--- config.mk ---
export PLATFORM = sky130hd
export DESIGN_NAME = nrd_divider
export DESIGN_NICKNAME = d
export VERILOG_FILES = /design/src/hdl/nrd_pkg.sv /design/src/hdl/nrd_divider.sv
export SDC_FILE = /design/constraint.sdc
export NUM_CORES = 1
export LEC_CHECK = 0
export BUFFER_PORTS_ARGS = -buffer_cell sky130_fd_sc_hd__buf_2
export CAP_MARGIN = 20
export CORE_MARGIN = 3
export CORE_UTILIZATION = 45
export DETAILED_ROUTE_END_ITERATION = 6
export GPL_ROUTABILITY_DRIVEN = 0
export GPL_TIMING_DRIVEN = 0
export PLACE_DENSITY = 0.66
export SETUP_SLACK_MARGIN = 0.1
export SLEW_MARGIN = 40
export SYNTH_ARGS = -nofsm -noshare
export SYNTH_HDL_FRONTEND = slang
export SYNTH_SLANG_ARGS = --single-unit
--- constraint.sdc ---
create_clock -name clk -period 4.9 [get_ports clk]
set_input_delay 0.49 -clock clk [delete_from_list [all_inputs] [get_ports clk]]
set_output_delay 0.49 -clock clk [all_outputs]
set_load 0.02 [all_outputs]
--- src/hdl/nrd_pkg.sv ---
package nrd_pkg;

    // Field and register widths
    localparam int NODE_ID_BITS_DEF = 8;
    localparam int SIDE_BITS        = 8;
    localparam int HOP_BITS         = 8;
    localparam int DIR_BITS         = 3;
    localparam int TOPO_BITS        = 2;
    localparam int CFG_INDEX_BITS   = 1;
    localparam int CFG_DATA_BITS    = 8;

    // Output direction codes
    typedef enum logic [DIR_BITS-1:0] {
        DIR_ARRIVED = 3'd0,
        DIR_LEFT    = 3'd1,
        DIR_RIGHT   = 3'd2,
        DIR_TOP     = 3'd3,
        DIR_BOTTOM  = 3'd4,
        DIR_ANY_X   = 3'd5,
        DIR_ANY_Y   = 3'd6
    } dir_t;

    // Topology codes; the spare code routes nowhere
    typedef enum logic [TOPO_BITS-1:0] {
        TOPO_RING  = 2'd0,
        TOPO_TORUS = 2'd1,
        TOPO_MESH  = 2'd2
    } topo_t;

    // Configuration register indexes
    typedef enum logic [CFG_INDEX_BITS-1:0] {
        CFG_TOPOLOGY   = 1'b0,
        CFG_SIDE_NODES = 1'b1
    } cfg_idx_t;

    localparam logic [TOPO_BITS-1:0] TOPO_RESET = TOPO_MESH;
    localparam logic [SIDE_BITS-1:0] SIDE_RESET = 8'd4;

    // One routing decision
    typedef struct packed {
        dir_t                dir;
        logic [HOP_BITS-1:0] hops;
    } route_t;

endpackage

--- src/hdl/nrd_divider.sv ---
// Restoring divider, one quotient bit per stage, two lanes (current, target).
// Each stage also folds the new quotient bit into a running remainder of the
// quotient itself, so the torus Y coordinate mod side falls out at the end.
module nrd_divider import nrd_pkg::*; #(
    parameter int ID_BITS = NODE_ID_BITS_DEF
) (
    input  logic                          clk,
    input  logic                          rst_n,
    input  logic [SIDE_BITS-1:0]          side,
    input  logic                          feed_valid,
    output logic                          feed_ready,
    input  logic [1:0][ID_BITS-1:0]       dividend,
    output logic                          done_valid,
    input  logic                          done_ready,
    output logic [1:0][ID_BITS-1:0]       quot,
    output logic [1:0][SIDE_BITS-1:0]     rem,
    output logic [1:0][SIDE_BITS-1:0]     qmod
);

    logic [ID_BITS-1:0] valid_reg;
    logic [ID_BITS-1:0] valid_src;
    logic [ID_BITS-1:0] en;

    logic [1:0][ID_BITS-1:0]   dvd_reg  [ID_BITS];
    logic [1:0][ID_BITS-1:0]   quot_reg [ID_BITS];
    logic [1:0][SIDE_BITS-1:0] rem_reg  [ID_BITS];
    logic [1:0][SIDE_BITS-1:0] qmod_reg [ID_BITS];

    logic [1:0][ID_BITS-1:0]   dvd_src  [ID_BITS];
    logic [1:0][ID_BITS-1:0]   quot_src [ID_BITS];
    logic [1:0][SIDE_BITS-1:0] rem_src  [ID_BITS];
    logic [1:0][SIDE_BITS-1:0] qmod_src [ID_BITS];

    logic [1:0][ID_BITS-1:0]   dvd_next  [ID_BITS];
    logic [1:0][ID_BITS-1:0]   quot_next [ID_BITS];
    logic [1:0][SIDE_BITS-1:0] rem_next  [ID_BITS];
    logic [1:0][SIDE_BITS-1:0] qmod_next [ID_BITS];

    // Shift one bit into a partial remainder and take off the divisor if it fits.
    // Result is {quotient bit, new remainder}.
    function automatic logic [SIDE_BITS:0] div_step(
        input logic [SIDE_BITS-1:0] r,
        input logic                 b,
        input logic [SIDE_BITS-1:0] d
    );
        logic [SIDE_BITS:0] t;
        logic [SIDE_BITS:0] diff;
        t    = {r, b};
        diff = t - {1'b0, d};
        if (t >= {1'b0, d})
            div_step = {1'b1, diff[SIDE_BITS-1:0]};
        else
            div_step = {1'b0, t[SIDE_BITS-1:0]};
    endfunction

    // Feed each stage from the one before it
    assign valid_src = {valid_reg[ID_BITS-2:0], feed_valid};

    always_comb
    begin
        dvd_src[0]  = dividend;
        quot_src[0] = '0;
        rem_src[0]  = '0;
        qmod_src[0] = '0;
        for (int s = 1; s < ID_BITS; s++)
        begin
            dvd_src[s]  = dvd_reg[s-1];
            quot_src[s] = quot_reg[s-1];
            rem_src[s]  = rem_reg[s-1];
            qmod_src[s] = qmod_reg[s-1];
        end
    end

    // One quotient bit per stage, then fold it into the quotient remainder
    always_comb
    begin
        logic [SIDE_BITS:0] qstep;
        logic [SIDE_BITS:0] mstep;
        for (int s = 0; s < ID_BITS; s++)
        begin
            for (int l = 0; l < 2; l++)
            begin
                qstep = div_step(rem_src[s][l], dvd_src[s][l][ID_BITS-1], side);
                mstep = div_step(qmod_src[s][l], qstep[SIDE_BITS], side);
                rem_next[s][l]  = qstep[SIDE_BITS-1:0];
                qmod_next[s][l] = mstep[SIDE_BITS-1:0];
                quot_next[s][l] = {quot_src[s][l][ID_BITS-2:0], qstep[SIDE_BITS]};
                dvd_next[s][l]  = {dvd_src[s][l][ID_BITS-2:0], 1'b0};
            end
        end
    end

    // A stage moves when it or some later stage is empty, or the output word is taken
    always_comb
    begin
        for (int s = 0; s < ID_BITS; s++)
            en[s] = done_ready || (((~valid_reg) >> s) != '0);
    end

    assign feed_ready = en[0];

    always_ff @(posedge clk or negedge rst_n)
    begin
        if (!rst_n)
        begin
            valid_reg <= '0;
        end
        else
        begin
            for (int s = 0; s < ID_BITS; s++)
                if (en[s])
                    valid_reg[s] <= valid_src[s];
        end
    end

    always_ff @(posedge clk)
    begin
        for (int s = 0; s < ID_BITS; s++)
        begin
            if (en[s] && valid_src[s])
            begin
                dvd_reg[s]  <= dvd_next[s];
                quot_reg[s] <= quot_next[s];
                rem_reg[s]  <= rem_next[s];
                qmod_reg[s] <= qmod_next[s];
            end
        end
    end

    assign done_valid = valid_reg[ID_BITS-1];
    assign quot       = quot_reg[ID_BITS-1];
    assign rem        = rem_reg[ID_BITS-1];
    assign qmod       = qmod_reg[ID_BITS-1];

endmodule

==> out/metrics.yaml, run 1 <==
outcome: "completed"
grt_antenna_before_repair: 1
area_delta_synth_final_pct: 12.50
via_per_inst: 5.536
portBuffers: 77
final.setup_skew_ns: 0.02713
firstDrtPassIters: 7
placed_cell_area_um2: 27780
insertion_delay_ns: 0.60
p_sw_share_pct: 35.27
comb_power_share_pct: 46.7
drive_gt1_share_pct: 17.09
crit_fanout: 24
min_from: "dividend[2]"
synthSimpleGateAreaFrac_pct: 10.43
fin_cells: 3126
cts.clk_slew.worst_paths_ns: 0.06
synth_cells: 2188
synth_top_family_by_area: "compound AO/OA/AOI/OAI gates"
period_share_pct: 83.13
reg2reg_from: "rem_reg[0][53]"
clock_path_buffers: 3
crit_type: "primary input to register"
syn_area_um2: 25990
die_w_um: 246.3
ir_drop_mv: 0.2821
p_seq_share_pct: 34.2
totalWireLength_mm: 51.34
synth.distinct_cells: 66
nets: 2635
grt_pass1_wl_mm: 84.61
boundaryPins: 78
async_flop_share_pct: 2.041
end_kind: "register"
net-switching-power_uw: 6027
clkPwrFrac_pct: 19.1
grt_setup_unrepaired: "no"
row_count: 87
die-area_um2: 60680
grt_pass1_vias: 17420
clock.fmax_mhz: 245.5
grt_usage_pct: 16.99
n_antenna_cell: 0
drc: 0
clock-root-buffer: "clkbuf_16"
setup_viol: 0
synth_seq_area_share_pct: 45.13
dp_hpwl_mm: 37.21
die_h_um: 246.3
worstPathRequired_ns: 5.24
powerDensity_nw_per_um2: 584.4
grt_overflow_total: 0
finalHoldViolations: 0
slew_viol_final: 0
maxCapViolations: 0
cts_tree: "yes"
cts_resized: 0
grt_max_degree: 47
leakage_uw: 0.01154
core_um2: 56820
cts_buffers: 46
post_cts_buffers: 0
synthMuxAreaShare_pct: 9.535
synth_compound_area_share_pct: 15.29
dp.cells: 3040
relSlewSlack_pct: 46.93
via_count: 17310
arrival_ns: 4.41
worst_slew_pin_slew_ns: 0.7961
place_ws_ns: 0.1785
fin_tns_setup_ns: 0
ys.warnings.count: 0
ys.flop_type: "edfxtp_1"
syn_nets: 2490
hold_class: "primary input to register"
crit_start: "side[1]"
clock_sinks: 392
synthAdderAreaFrac_pct: 14.00
ant_nets: 0
synth_xor_area_share_pct: 2.392
drt_iter0_markers: 895
internal_power_uw: 11060
htreeDepth: 2
start_util_pct: 45.75
wl_per_cell_um: 16.42
critPathLaunchType: "primary input"
synth.ff_latch_count: 392
postSynthAreaPerCell_um2: 11.88
min_period_ns: 4.073
synth_edf_count: 384
setup_ws_ns: 0.8269
final_cell_area_um2: 29240
stage by stage:
stage | hold slack, ns | util [%] | power (µW)
after global placement | 0.3321 | 48.09 | 13470
after CTS | 0.03723 | 51.46 | 17200
final | 0.06444 | 51.46 | 17090
after global routing | 0.04349 | 51.46 | 18330
after detailed placement | 0.3412 | 48.88 | 13810
after floorplan | 0.1944 | - | 12110
worst max-delay path: stages:
cell and delay, ns:
buf_4 0.36, buf_2 0.38, inv_4 0.18, buf_12 0.22, ha_1 0.31, nand2b_1 0.09
a21oi_2 0.23, a21oi_1 0.15, o211ai_4 0.40, inv_1 0.12, ha_1 0.31, nand2b_1 0.15
a21oi_1 0.15, o21ai_1 0.11, a31oi_4 0.34, mux2_2 0.38
final timing paths:
path / cells past startpoint / to / slack (ns)
worst max-delay path: 16 / qmod_reg[0][26] / 0.83
worst min-delay path: 1 / dvd_reg[0][2] / 0.06
worst max register to register: 12 / qmod_reg[1][5] / 1.31
worst min register to register: 0 / quot_reg[1][3] / 0.41
max in group asynchronous: 2 / valid_reg[0] / 4.45
min in group asynchronous: 2 / valid_reg[6] / 0.29
cells in the final DEF, fill, tap and decap left out, types with 34 or more instances in the layout:
cell,n
edfxtp_1,384
ha_1,246
a21oi_1,170
mux2_2,117
nor2_1,108
inv_1,105
nand2_1,82
o21ai_0,79
a21o_1,78
nand3_1,76
buf_2,76
mux2i_1,74
nor2b_1,62
xnor2_1,58
o31a_1,56
clkbuf_16,47
o21a_1,43
nor3_1,38
buf_4,37
mux2_1,36
nand2b_1,34
power by group through the flow:
stage / registers [µW] / logic, µW / clock network, µW
after floorplan: 5780 / 6330 / 0
after global placement: 5930 / 7540 / 0
after detailed placement: 5900 / 7910 / 0
after CTS: 5840 / 8000 / 3360
after global routing: 5950 / 8880 / 3490
final: 5840 / 7980 / 3270
kinds of logic (layout without fill, tap and decap cells):
kind of cell             Yosys count  in the layout
AO/OA/AOI/OAI                    555            555
AND/OR/NAND/NOR                  504            504
flip-flops                       392            392
adder cells (fa/ha/maj)          274            274
multiplexers                     228            228
buffers and inverters            164            346
XOR/XNOR                          71             71
cell usage after synthesis, drive strengths merged (2+ instances only):
cell type | n | area [µm²]
or4b | 17 | 170.2
or4 | 27 | 206.5
a41oi | 2 | 55.05
dfrtp | 8 | 200.2
or2 | 2 | 12.51
o311ai | 3 | 26.28
o21bai | 15 | 112.6
o21a | 43 | 322.8
nor2 | 111 | 439.2
ha | 246 | 3078
nand2 | 85 | 331.6
a2111oi | 15 | 200.2
a21o | 78 | 585.6
o31a | 59 | 520.5
nor4b | 5 | 75.07
clkbuf | 3 | 12.51
o211ai | 25 | 201.4
inv | 113 | 424.2
mux2 | 154 | 1738
or3 | 13 | 81.33
nand4 | 2 | 12.51
a31oi | 11 | 188.9
o21ai | 92 | 464.2
nor3 | 39 | 206.5
and3 | 3 | 18.77
mux2i | 74 | 740.7
nor4 | 10 | 62.56
o41ai | 16 | 230.2
nand3 | 76 | 380.4
xnor2 | 58 | 508.0
fa | 28 | 560.5
and2 | 16 | 100.1
nand2b | 34 | 212.7
nor2b | 64 | 400.4
a21oi | 175 | 902.1
buf | 48 | 402.9
xor2 | 13 | 113.9
a211oi | 15 | 112.6
edfxtp | 384 | 11530
repair_timing:
item                                   4_1_cts  5_1_grt
endpoints found under the hold margin        8        0
hold buffers                                 1        0
setup endpoints to repair                    0        0
layer usage:
| layer | vias to the layer above | part of all wire [%] | track usage [%] |
|---|---|---|---|
| li1 | 8682 | - | - |
| met1 | 8259 | 47 | 22.53 |
| met2 | 275 | 46 | 28.42 |
| met3 | 90 | 3.9 | 2.688 |
| met4 | 0 | 2.9 | 5.698 |
| met5 | - | 0 | 0 |
final cells by class:
type | count | area (µm²)
timing repair buffer | 97 | 790.8
sequential | 392 | 11730
fill | 4848 | 27580
multi-input combinational | 1632 | 13460
clock inverter | 28 | 221.5
tap | 756 | 945.9
inverter | 113 | 441.7
clock buffer | 57 | 1234
buffer | 51 | 415.4
Note: power is estimated with default switching activity, not from simulation.
==> run 2: changes to the inputs <==
ABC_AREA = 1   (was default)
clock period = 3.8 ns   (was 4.9 ns; I/O delays follow)
==> out/metrics.yaml, run 2 <==
crit_fanout: 20
cts.clk_slew.worst_paths_ns: 0.06
maxCapViolations: 0
fill_cells: 5558
cts_resized: 0
postSynthAreaPerCell_um2: 8.317
slew_viol_final: 0
insertion_delay_ns: 0.58
critPathLaunchType: "primary input"
boundaryPins: 78
die_h_um: 251.8
synth.distinct_cells: 38
via_count: 20560
row_count: 89
worst-r2r-cell-count: 16
clock_path_buffers: 3
relSlewSlack_pct: 47.26
grt_pass1_wl_mm: 90.81
drive_gt1_share_pct: 11.28
routed-wl-met2_mm: 25.60
cp_common_cell: "nand2_1"
hold_ws_ns: 0.1246
clock.fmax_mhz: 291.4
synth.ff_latch_count: 392
leakage_uw: 0.01525
grt_usage_pct: 17.39
worst_slew_pin_slew_ns: 0.7910
drt_iter0_markers: 997
crit_start: "side[1]"
clock_sinks: 392
synth_commonest_cells: "1155 x nand2_1, 435 x inv_1, 384 x edfxtp_1"
crit_type: "primary input to register"
synth.area.top_cells: "edfxtp_1 42%, nand2_1 16%, ha_1 11%"
dp_hpwl_mm: 41.31
power_uw: 23630
top_layer_used: "met4"
synth.most_common_cell: "nand2_1"
die_w_um: 251.8
r2r_slack_ns: 0.64
core_um2: 59350
cts_buffers: 47
cts_tree: "yes"
final_cell_mix: "1155 x nand2_1, 425 x inv_1, 384 x edfxtp_1, 310 x nand3_1, 246 x ha_1"
dp.cells: 4140
async_flop_share_pct: 2.041
arrival_ns: 3.76
ys.flop_type: "edfxtp_1"
r2r_end: "qmod_reg[0][62]"
final.setup_skew_ns: 0.01555
crit_end: "qmod_reg[0][54]"
hold_class: "primary input to register"
wl_per_cell_um: 12.98
drc: 0
grt_pass1_vias: 18980
area_delta_synth_final_pct: 12.60
htreeDepth: 2
die-area_um2: 63390
fin_cells: 4240
wl_met3_mm: 2.046
n_antenna_cell: 0
via_per_inst: 4.849
finalHoldViolations: 0
synth_seq_area_share_pct: 43.16
nets: 3734
portBuffers: 76
end_kind: "register"
synth_edf_count: 384
met1Wirelength_mm: 26.16
syn_nets: 3570
cp_slowest_stage_delay_ns: 0.40
ir_drop_mv: 0.3660
grt_overflow_total: 0
powerDensity_nw_per_um2: 771.9
final_common_cell: "nand2_1"
clock-root-buffer: "clkbuf_16"
cpMaxStageDelayCell: "fa_1"
grt_antenna_before_repair: 0
period_share_pct: 90.30
ant_nets: 0
syn_area_um2: 27180
start_util_pct: 45.80
totalWireLength_mm: 55.05
synth_cells: 3268
fin_tns_setup_ns: 0
grt_max_degree: 47
worstPathRequired_ns: 4.13
outcome: "completed"
setup_viol: 0
reg2reg_from: "rem_reg[0][42]"
postLayoutCoreUtil_pct: 51.57
min_period_ns: 3.431
yosysTopAreaCell: "edfxtp_1"
netlist.area_leader.share_pct: 42.42
post_cts_buffers: 0
firstDrtPassIters: 6
ys.warnings.count: 0
crit_chain: "buf_6 -> buf_12 -> inv_4 -> buf_12 -> ha_1 -> inv_1 -> o21ai_1 -> nand3_2 -> nand2_1 -> nand2_2 -> nand2_2 -> buf_6 -> inv_1 -> ha_1 -> fa_1 -> nand3b_1 -> nand2_1 -> nand2_1 -> nand3_1 -> nand2_1 -> nand2_1 -> nand2_1"
grt_setup_unrepaired: "no"
cts_hold_buf: 16
run 2: final cells by class:
cell class                 instances  area, µm²  area share, %
buffer                            49      421.7          1.378
sequential                       392      11730          38.33
multi-input combinational       2368      13350          43.63
clock buffer                      57       1224          3.998
clock inverter                    27      191.4         0.6255
tap                              773      967.2          3.160
inverter                         459       1749          5.715
timing repair buffer             115      969.7          3.168
run 2: per-stage QoR:
step	area [µm²]	setup WS (ns)
final	30610	0.3685
after global routing	30610	0.1119
after CTS	30610	0.3638
after detailed placement	29030	-0.2600
after global placement	28530	-2.405
after floorplan	27180	0.1446
run 2: kinds of logic (layout without fill, tap and decap cells):
kind of cell | after synthesis | after routing | synth area share, %
AND/OR/NAND/NOR | 1825 | 1825 | 29.00
buffers and inverters | 508 | 707 | 7.881
flip-flops | 392 | 392 | 43.16
adder cells (fa/ha/maj) | 274 | 274 | 13.39
AO/OA/AOI/OAI | 179 | 179 | 3.673
XOR/XNOR | 90 | 90 | 2.900
run 2: worst min path at each step:
stage	to	slack (ns)	from	cells past startpoint
finish	rem_reg[0][8]	0.12	dividend[15]	3
global route	rem_reg[0][0]	0.14	dividend[7]	3
CTS	rem_reg[0][8]	0.08	dividend[15]	3
detailed placement	valid_reg[0]	0.24	rst_n	1
global placement	valid_reg[0]	0.23	rst_n	1
floorplan	valid_reg[0]	0.08	rst_n	0
run 2: where the power goes:
group | switching (µW) | total [µW] | internal, µW
Sequential | 783 | 8070 | 7290
Clock | 1770 | 4140 | 2360
Combinational | 7010 | 11400 | 4410
Total | 9570 | 23600 | 14100
run 2: critical path, delay by kind of cell:
family,cells,cell delay [ns]
buf+inv,7,1.16
simple gates,11,1.02
fa+ha+maj,3,0.92
compound gates,1,0.22
run 2: routing by layer:
| metal | up-vias | global-route usage (%) |
|---|---|---|
| met4 | 0 | 4.796 |
| met2 | 289 | 29.51 |
| li1 | 10980 | - |
| met3 | 85 | 2.237 |
| met5 | - | 0 |
| met1 | 9204 | 23.55 |
